==> config.mk <==
export PLATFORM = sky130hd
export DESIGN_NAME = radix_string_to_int64_flat
export DESIGN_NICKNAME = d
export VERILOG_FILES = /design/src/rtl/rsti_pkg.sv /design/src/rtl/rsti_if.sv /design/src/rtl/rsti_ctrl.sv /design/src/rtl/rsti_dp.sv /design/src/rtl/radix_string_to_int64.sv /design/src/flat_wrapper.sv
export SDC_FILE = /design/constraint.sdc
export NUM_CORES = 1
export LEC_CHECK = 0
export ABC_CLOCK_PERIOD_IN_PS = 8260
export CAP_MARGIN = 20
export CORE_AREA = 2 2 225 272
export CTS_CLUSTER_DIAMETER = 60
export DETAILED_ROUTE_END_ITERATION = 12
export DIE_AREA = 0 0 227 274
export DONT_BUFFER_PORTS = 1
export REMOVE_ABC_BUFFERS = 1
export SLEW_MARGIN = 25
export SYNTH_ARGS = -nofsm -noshare
export SYNTH_HDL_FRONTEND = slang
export SYNTH_HIERARCHICAL = 1
export SYNTH_SLANG_ARGS = --single-unit
==> constraint.sdc <==
create_clock -name clk -period 8.26 [get_ports clk]
set_input_delay 0.826 -clock clk [delete_from_list [all_inputs] [get_ports clk]]
set_output_delay 0.826 -clock clk [all_outputs]
set_load 0.03 [all_outputs]
==> src/rtl/rsti_pkg.sv <==
// ----------------------------------------------------------------------------
// rsti_pkg
// Shared types, constants and helpers for the radix string to int64 converter.
// ----------------------------------------------------------------------------
`default_nettype none

package rsti_pkg;

  localparam int CHAR_W   = 8;
  localparam int RADIX_W  = 6;
  localparam int VALUE_W  = 64;
  localparam int MAG_W    = VALUE_W - 1;
  localparam int STATUS_W = 2;
  localparam int DIGIT_W  = 7;

  localparam logic [RADIX_W-1:0] RADIX_RESET = 6'd10;
  localparam logic [RADIX_W-1:0] RADIX_MIN   = 6'd2;
  localparam logic [RADIX_W-1:0] RADIX_MAX   = 6'd36;

  localparam logic [CHAR_W-1:0] CH_NUL   = 8'h00;
  localparam logic [CHAR_W-1:0] CH_MINUS = 8'h2D;
  localparam logic [CHAR_W-1:0] CH_0     = 8'h30;
  localparam logic [CHAR_W-1:0] CH_9     = 8'h39;
  localparam logic [CHAR_W-1:0] CH_UA    = 8'h41;
  localparam logic [CHAR_W-1:0] CH_UZ    = 8'h5A;
  localparam logic [CHAR_W-1:0] CH_LA    = 8'h61;
  localparam logic [CHAR_W-1:0] CH_LZ    = 8'h7A;

  localparam logic [DIGIT_W-1:0] DIGIT_NONE   = 7'd64;
  localparam logic [DIGIT_W-1:0] LETTER_BASE  = 7'd10;

  typedef logic [CHAR_W-1:0]   char_t;
  typedef logic [RADIX_W-1:0]  radix_t;
  typedef logic [VALUE_W-1:0]  value_t;
  typedef logic [MAG_W-1:0]    mag_t;
  typedef logic [DIGIT_W-1:0]  digit_t;

  typedef enum logic [STATUS_W-1:0] {
    STATUS_OK       = 2'd0,
    STATUS_INVALID  = 2'd1,
    STATUS_OVERFLOW = 2'd2
  } status_t;

  typedef enum logic {
    CTL_READY = 1'b0,
    CTL_HOLD  = 1'b1
  } ctl_state_t;

  // controller -> datapath
  typedef struct packed {
    logic step;   // take a non-terminator byte
    logic load;   // terminator: latch result, clear accumulator
  } ctl_cmd_t;

  // datapath -> controller
  typedef struct packed {
    logic term;   // current input byte is the terminator
  } dp_stat_t;

  function automatic digit_t digit_of(input char_t c);
    digit_t d;
    d = DIGIT_NONE;
    if (c >= CH_0 && c <= CH_9) begin
      d = DIGIT_W'(c - CH_0);
    end else if (c >= CH_UA && c <= CH_UZ) begin
      d = DIGIT_W'(c - CH_UA) + LETTER_BASE;
    end else if (c >= CH_LA && c <= CH_LZ) begin
      d = DIGIT_W'(c - CH_LA) + LETTER_BASE;
    end
    return d;
  endfunction

endpackage

`default_nettype wire

==> src/rtl/rsti_if.sv <==
// ----------------------------------------------------------------------------
// rsti_char_if / rsti_res_if
// Valid/ready channels for input bytes and conversion results.
// ----------------------------------------------------------------------------
`default_nettype none

interface rsti_char_if;
  import rsti_pkg::*;
  logic  valid;
  logic  ready;
  char_t char_code;

  modport source (output valid, output char_code, input ready);
  modport sink   (input valid, input char_code, output ready);
endinterface

interface rsti_res_if;
  import rsti_pkg::*;
  logic    valid;
  logic    ready;
  value_t  value;
  status_t status;

  modport source (output valid, output value, output status, input ready);
  modport sink   (input valid, input value, input status, output ready);
endinterface

`default_nettype wire

==> src/rtl/rsti_ctrl.sv <==
// ----------------------------------------------------------------------------
// rsti_ctrl
// Handshake controller: accepts bytes and holds the result slot until taken.
// ----------------------------------------------------------------------------
`default_nettype none

module rsti_ctrl (
  input  wire logic               clk,
  input  wire logic               rst_n,
  input  wire logic               in_valid,
  output logic                    in_ready,
  output logic                    out_valid,
  input  wire logic               out_ready,
  input  wire rsti_pkg::dp_stat_t stat,
  output rsti_pkg::ctl_cmd_t      cmd
);
  import rsti_pkg::*;

  ctl_state_t state_r, state_nxt;
  logic       accept;

  always_comb begin
    in_ready = 1'b1;
    case (state_r)
      CTL_READY: in_ready = 1'b1;
      CTL_HOLD:  in_ready = out_ready;
      default:   in_ready = 1'b0;
    endcase
  end

  assign accept = in_valid && in_ready;

  always_comb begin
    state_nxt = state_r;
    case (state_r)
      CTL_READY: begin
        if (accept && stat.term) state_nxt = CTL_HOLD;
      end
      CTL_HOLD: begin
        // slot frees when taken; a terminator in the same cycle refills it
        if (out_ready) state_nxt = (accept && stat.term) ? CTL_HOLD : CTL_READY;
      end
      default: state_nxt = CTL_READY;
    endcase
  end

  always_comb begin
    out_valid = (state_r == CTL_HOLD);
    cmd.step  = accept && !stat.term;
    cmd.load  = accept && stat.term;
  end

  always_ff @(posedge clk) begin
    if (!rst_n) state_r <= CTL_READY;
    else        state_r <= state_nxt;
  end

endmodule

`default_nettype wire

==> src/rtl/rsti_dp.sv <==
// ----------------------------------------------------------------------------
// rsti_dp
// Datapath: radix register, digit decode, multiply-accumulate, overflow check
// and the result register.
// ----------------------------------------------------------------------------
`default_nettype none

module rsti_dp (
  input  wire logic                 clk,
  input  wire logic                 rst_n,
  input  wire logic                 cfg_we,
  input  wire rsti_pkg::radix_t     cfg_wdata,
  input  wire rsti_pkg::char_t      char_code,
  input  wire rsti_pkg::ctl_cmd_t   cmd,
  output rsti_pkg::dp_stat_t        stat,
  output rsti_pkg::value_t          value,
  output rsti_pkg::status_t         status
);
  import rsti_pkg::*;

  localparam int PROD_W = MAG_W + RADIX_W;
  localparam int SUM_W  = PROD_W + 1;

  radix_t  radix_r;
  mag_t    mag_r, mag_nxt;
  logic    neg_r, neg_nxt;
  logic    first_r, first_nxt;
  status_t err_r, err_nxt;
  value_t  value_r;
  status_t status_r;

  radix_t             base;
  digit_t             digit;
  logic [PROD_W-1:0]  prod;
  logic [SUM_W-1:0]   sum;
  value_t             signed_val;

  assign stat.term = (char_code == CH_NUL);

  always_comb begin
    if (radix_r < RADIX_MIN)      base = RADIX_MIN;
    else if (radix_r > RADIX_MAX) base = RADIX_MAX;
    else                          base = radix_r;
  end

  assign digit = digit_of(char_code);
  assign prod  = PROD_W'(mag_r) * PROD_W'(base);
  assign sum   = SUM_W'(prod) + SUM_W'(digit);

  always_comb begin
    mag_nxt   = mag_r;
    neg_nxt   = neg_r;
    first_nxt = first_r;
    err_nxt   = err_r;
    if (cmd.load) begin
      mag_nxt   = '0;
      neg_nxt   = 1'b0;
      first_nxt = 1'b1;
      err_nxt   = STATUS_OK;
    end else if (cmd.step && err_r == STATUS_OK) begin
      first_nxt = 1'b0;
      if (first_r && char_code == CH_MINUS) begin
        neg_nxt = 1'b1;
      end else if (digit >= DIGIT_W'(base)) begin
        err_nxt = STATUS_INVALID;
      end else if (sum[SUM_W-1:MAG_W] != '0) begin
        err_nxt = STATUS_OVERFLOW;
      end else begin
        mag_nxt = sum[MAG_W-1:0];
      end
    end
  end

  always_comb begin
    signed_val = {1'b0, mag_r};
    if (neg_r) signed_val = ~signed_val + VALUE_W'(1);
    if (err_r != STATUS_OK) signed_val = '0;
  end

  always_ff @(posedge clk) begin
    if (!rst_n) begin
      radix_r <= RADIX_RESET;
      mag_r   <= '0;
      neg_r   <= 1'b0;
      first_r <= 1'b1;
      err_r   <= STATUS_OK;
    end else begin
      if (cfg_we) radix_r <= cfg_wdata;
      mag_r   <= mag_nxt;
      neg_r   <= neg_nxt;
      first_r <= first_nxt;
      err_r   <= err_nxt;
    end
  end

  always_ff @(posedge clk) begin
    if (cmd.load) begin
      value_r  <= signed_val;
      status_r <= err_r;
    end
  end

  assign value  = value_r;
  assign status = status_r;

endmodule

`default_nettype wire

==> src/rtl/radix_string_to_int64.sv <==
// Latency: the result is valid the cycle after the terminator transaction.
// Throughput: one byte per cycle; the 63x6 multiply-add with its overflow
//   check completes in the cycle the byte is taken.
// While a result waits, a byte is taken only in a cycle where out_ch.ready is
//   high, so a stalled result stalls the input.
// Reset (rst_n, synchronous): radix returns to 10, accumulator cleared.
// ----------------------------------------------------------------------------
// radix_string_to_int64
// Converts a NUL-terminated byte string in a configurable radix to int64.
// ----------------------------------------------------------------------------
`default_nettype none

module radix_string_to_int64 (
  input  wire logic              clk,
  input  wire logic              rst_n,
  rsti_char_if.sink              in_ch,
  rsti_res_if.source             out_ch,
  input  wire logic              cfg_we,
  input  wire rsti_pkg::radix_t  cfg_wdata
);
  import rsti_pkg::*;

  ctl_cmd_t cmd;
  dp_stat_t stat;

  rsti_ctrl u_ctrl (
    .clk       (clk),
    .rst_n     (rst_n),
    .in_valid  (in_ch.valid),
    .in_ready  (in_ch.ready),
    .out_valid (out_ch.valid),
    .out_ready (out_ch.ready),
    .stat      (stat),
    .cmd       (cmd)
  );

  rsti_dp u_dp (
    .clk       (clk),
    .rst_n     (rst_n),
    .cfg_we    (cfg_we),
    .cfg_wdata (cfg_wdata),
    .char_code (in_ch.char_code),
    .cmd       (cmd),
    .stat      (stat),
    .value     (out_ch.value),
    .status    (out_ch.status)
  );

  // terminator transaction always produces a result next cycle
  a_term_gives_result: assert property (@(posedge clk) disable iff (!rst_n)
    (in_ch.valid && in_ch.ready && in_ch.char_code == CH_NUL) |=> out_ch.valid)
    else $error("terminator did not produce a result");

  a_err_value_zero: assert property (@(posedge clk) disable iff (!rst_n)
    (out_ch.valid && out_ch.status != STATUS_OK) |-> (out_ch.value == '0))
    else $error("nonzero value on error status");

  a_step_load_excl: assert property (@(posedge clk) disable iff (!rst_n)
    !(cmd.step && cmd.load))
    else $error("step and load both issued");

  a_status_legal: assert property (@(posedge clk) disable iff (!rst_n)
    out_ch.valid |-> (out_ch.status == STATUS_OK || out_ch.status == STATUS_INVALID ||
                      out_ch.status == STATUS_OVERFLOW))
    else $error("illegal status code");

endmodule

`default_nettype wire
==> src/flat_wrapper.sv <==
// flat-port wrapper written by rule: the top's interface ports become plain ports
module radix_string_to_int64_flat import rsti_pkg::*;
  (clk, rst_n, cfg_we, cfg_wdata, in_ch_valid, in_ch_char_code, in_ch_ready, out_ch_valid, out_ch_value, out_ch_status, out_ch_ready);
  rsti_char_if in_ch_i ();
  rsti_res_if out_ch_i ();
  input  wire logic clk;
  input  wire logic rst_n;
  input  wire logic cfg_we;
  input  wire rsti_pkg::radix_t cfg_wdata;
  input wire logic [$bits(in_ch_i.valid)-1:0] in_ch_valid;
  input wire logic [$bits(in_ch_i.char_code)-1:0] in_ch_char_code;
  output wire logic [$bits(in_ch_i.ready)-1:0] in_ch_ready;
  output wire logic [$bits(out_ch_i.valid)-1:0] out_ch_valid;
  output wire logic [$bits(out_ch_i.value)-1:0] out_ch_value;
  output wire logic [$bits(out_ch_i.status)-1:0] out_ch_status;
  input wire logic [$bits(out_ch_i.ready)-1:0] out_ch_ready;
  assign in_ch_i.valid = in_ch_valid;
  assign in_ch_i.char_code = in_ch_char_code;
  assign in_ch_ready = in_ch_i.ready;
  assign out_ch_valid = out_ch_i.valid;
  assign out_ch_value = out_ch_i.value;
  assign out_ch_status = out_ch_i.status;
  assign out_ch_i.ready = out_ch_ready;
  radix_string_to_int64 u_core (.clk(clk), .rst_n(rst_n), .in_ch(in_ch_i), .out_ch(out_ch_i), .cfg_we(cfg_we), .cfg_wdata(cfg_wdata));
endmodule
==> results.toml <==
[yosys]
synth_top_area_cell = "sky130_fd_sc_hd__fa_1"
yosys-top-cells-count = "sky130_fd_sc_hd__and2_1 (303), sky130_fd_sc_hd__fa_1 (249), sky130_fd_sc_hd__nand2_1 (228), sky130_fd_sc_hd__ha_1 (162), sky130_fd_sc_hd__nor2_1 (155)"
yosysWarningCount = 6
synth_seq_area_share = 0.167
synth_enable_flop_cells = 66
synth_cell_types = 76
syn_area_sq_mm = 0.0207
async_flop_share = 0
postSynth.topFlopCell = "sky130_fd_sc_hd__dfxtp_1"
syn_inst = 2327
synth_most_common_cell = "sky130_fd_sc_hd__and2_1"
syn_area_per_cell_sq_um = 8.89
synth-seq-cells = 140
synth.top_cells.by_area = "sky130_fd_sc_hd__fa_1 (24%), sky130_fd_sc_hd__ha_1 (9.8%), sky130_fd_sc_hd__edfxtp_1 (9.6%), sky130_fd_sc_hd__and2_1 (9.2%), sky130_fd_sc_hd__dfxtp_1 (7.2%)"
synth_largest_type_area_fraction = 0.241

[placed_design]
port_buffers = 0
numPlacedInstances = 2990
gp_congestion = 0.940
detailedPlacementHpwl_um = 46600
dpl_cell_area_sq_mm = 0.0213
preCtsSetupSlack_ps = 463

[timing]
layout_min_cycle_time_ps = 7900
tightestPinTransition_ps = 900
timing.slew.headroom = 0.394
final_count_of_negative_setup_slack_endpoints = 0
grt_setup_unrepaired = "no"
fin_worst_hold_slack_ps = 423
report.final.slew_viol_count = 0
hold_viol = 0
clock-skew-final_ps = 14.6
setup_slack_of_the_critical_path_after_layout_ps = 361
min_period_over_period = 0.956
fmax_ghz = 0.127

[global_routing]
grt_pass1_vias = 17448
grt_pass1_wl_um = 96500
antenna_found_initial = 0
grt_start_max_net_pins = 68
grt_overflow_total = 0
gr-usage-all-layers = 0.197

[clock_network]
clock_insertion_delay_worst_skew_ps = 470
tritoncts = "done"
clock_tree_root_buffer_cell = "sky130_fd_sc_hd__clkbuf_16"
numCtsBuffers = 17
htree_levels = 4
cts.clk_slew.worst_paths_ps = 70
post_cts_hold_buffer_count = 0
clock_sinks = 140
cts_buffer_depth = 2

[floorplanning]
design.die.area_sq_mm = 0.0622
effective_utilization_at_floorplan = 0.345
core.rowCount = 99
fp.coreArea_sq_mm = 0.0600
die_x_um = 227
die_y_um = 274
design.portCount = 87

[final_layout]
layout-drive-gt1-share = 0.0433
insertedDiodeCount = 0
stdcell_count = 3023
finish.net_count = 2632
layout.cell_area.non_filler_sq_mm = 0.0219
syn_to_final_growth_pct = 5.71

[setup_path]
critical_path.max_fanout = 29
worst_setup_path_start_kind = "flip-flop"
worstSetupStartpoint = "u_core/u_dp/radix_r[5]"
critical_path.reg2reg.endpoint = "u_core/u_dp/mag_r[25]"
setup.reg_to_reg.worst_slack_ps = 360
critical_path.endpoint = "u_core/u_dp/mag_r[25]"
crit_required_ps = 8650
worstSetupEndpointType = "flip-flop"
worst_r2r_path_depth = 20
critPathArrivalTime_ps = 8290
criticalPathCategory = "flip-flop to flip-flop"
regToRegStartpoint = "u_core/u_dp/radix_r[5]"

[power]
total_power_mw = 1.69
power_per_cell_area_mw_per_mm2 = 77.4
power_leakage_nw = 10.2
vdd_drop_max_v = 0.000138

[run]
max_capacitance_violation_total = 0

[route]
drt-vias-per-instance = 5.37
drt_iter0_markers = 1052
detail_route.wirelength_um = 59400
post_drt_wl_per_cell_um = 19.6
detailed_route_via_count = 16243
detail-route-antenna-nets = 0
firstDrtPassIters = 5
residual_drc_count = 0

[outcome]
run_status = "finished, final reports clean"

[worst_hold_path]
holdCritPathClass = "input pin to flip-flop"
==> report_power, final <==
part,total [mW],switching (mW),internal [mW]
clock,0.777,0.378,0.399
sequential,0.732,0.00848,0.724
combinational,0.184,0.137,0.0467
==> per-stage QoR <==
step            util  setup TNS (ps)
3_3_place_gp   0.355               0
6_report       0.365               0
4_1_cts        0.364               0
2_1_floorplan      -         -493020
3_5_place_dp   0.355               0
5_1_grt        0.365               0
==> cell families after synthesis <==
logic type      synth area share
simple gates               0.242
fa+ha+maj                  0.339
compound gates             0.119
buf+inv                   0.0507
flops                      0.167
xor+xnor                  0.0491
mux                       0.0334
==> worst min path at each step <==
stage / startpoint / endpoint / slack, ps / cells past startpoint
after global placement: u_core/u_dp/first_r / u_core/u_dp/first_r / 450 / 2
final: rst_n / u_core/u_dp/radix_r[1] / 420 / 1
after floorplan: u_core/u_dp/first_r / u_core/u_dp/first_r / 420 / 2
after global routing: rst_n / u_core/u_dp/radix_r[1] / 400 / 1
after CTS: rst_n / u_core/u_dp/radix_r[1] / 390 / 1
after detailed placement: u_core/u_dp/first_r / u_core/u_dp/first_r / 460 / 2
==> area by class of cell <==
type	count	area [sq um]
Tap cell	808	1010
Fill cell	6075	38100
Sequential cell	140	3470
Multi-Input combinational cell	1933	16300
Timing Repair Buffer	30	270
Clock buffer	17	425
Inverter	80	300
Clock inverter	15	139
==> state kept, by name, indices dropped and copies added, names as in the netlist <==
name,count
u_core/u_ctrl/out_valid,1
u_core/u_dp/first_r,1
u_core/u_dp/radix_r,6
u_core/u_dp/value,64
u_core/u_dp/mag_r,63
u_core/u_dp/neg_r,1
u_core/u_dp/err_r,2
u_core/u_dp/status,2
==> timing repair <==
| action | CTS | global route |
|---|---|---|
| endpoints found under the setup margin | 0 | 48 |
| resized for setup | 0 | 3 |
| buffers inserted | 0 | 0 |
==> cell usage in the layout (no fill, tap or decap), types with 5 or more instances in the layout <==
cell type,instances
sky130_fd_sc_hd__a21o_1,32
sky130_fd_sc_hd__nand4_1,43
sky130_fd_sc_hd__nand2b_1,8
sky130_fd_sc_hd__a21oi_1,116
sky130_fd_sc_hd__o21ai_1,7
sky130_fd_sc_hd__inv_1,79
sky130_fd_sc_hd__nand2_1,228
sky130_fd_sc_hd__inv_8,5
sky130_fd_sc_hd__nor2b_1,71
sky130_fd_sc_hd__nor2_1,154
sky130_fd_sc_hd__or2_2,7
sky130_fd_sc_hd__edfxtp_1,66
sky130_fd_sc_hd__ha_1,162
sky130_fd_sc_hd__a211oi_1,14
sky130_fd_sc_hd__xnor2_1,34
sky130_fd_sc_hd__inv_6,6
sky130_fd_sc_hd__and3_1,5
sky130_fd_sc_hd__nor3_1,21
sky130_fd_sc_hd__o41ai_1,10
sky130_fd_sc_hd__nor4_1,7
sky130_fd_sc_hd__a31oi_1,5
sky130_fd_sc_hd__and2_1,303
sky130_fd_sc_hd__or3_1,23
sky130_fd_sc_hd__or4_1,13
sky130_fd_sc_hd__dfxtp_1,72
sky130_fd_sc_hd__o21bai_1,9
sky130_fd_sc_hd__o21a_1,13
sky130_fd_sc_hd__o21ai_0,90
sky130_fd_sc_hd__nand3_1,29
sky130_fd_sc_hd__xor2_1,82
sky130_fd_sc_hd__o211ai_1,11
sky130_fd_sc_hd__buf_4,27
sky130_fd_sc_hd__mux2i_1,68
sky130_fd_sc_hd__fa_1,249
sky130_fd_sc_hd__o31ai_1,30
sky130_fd_sc_hd__a21boi_0,8
sky130_fd_sc_hd__clkbuf_16,17
==> worst max-delay path, stage by stage (launching register included) <==
cell                      delay (ps)
sky130_fd_sc_hd__dfxtp_2         650
sky130_fd_sc_hd__buf_4           390
sky130_fd_sc_hd__or3_1           150
sky130_fd_sc_hd__and3_2          220
sky130_fd_sc_hd__buf_4           360
sky130_fd_sc_hd__and2_1          210
sky130_fd_sc_hd__fa_1            440
sky130_fd_sc_hd__fa_1            490
sky130_fd_sc_hd__fa_1            510
sky130_fd_sc_hd__ha_1            320
sky130_fd_sc_hd__ha_1            510
sky130_fd_sc_hd__nand4_1         360
sky130_fd_sc_hd__or3_4           480
sky130_fd_sc_hd__or4_4           510
sky130_fd_sc_hd__or4_1           470
sky130_fd_sc_hd__o221a_1         290
sky130_fd_sc_hd__or3_1           390
sky130_fd_sc_hd__nor4_2          300
sky130_fd_sc_hd__buf_4           270
sky130_fd_sc_hd__buf_12          230
sky130_fd_sc_hd__mux2i_1         210
==> routing by layer <==
layer / vias to the layer above / track usage / routed length, um
li1: 7622 / - / -
met1: 8153 / 0.235 / 24300
met2: 365 / 0.355 / 30900
met3: 103 / 0.0284 / 2150
met4: 0 / 0.0771 / 2020
met5: - / 0 / 0
No activity file was read; power rests on OpenSTA's default activity.
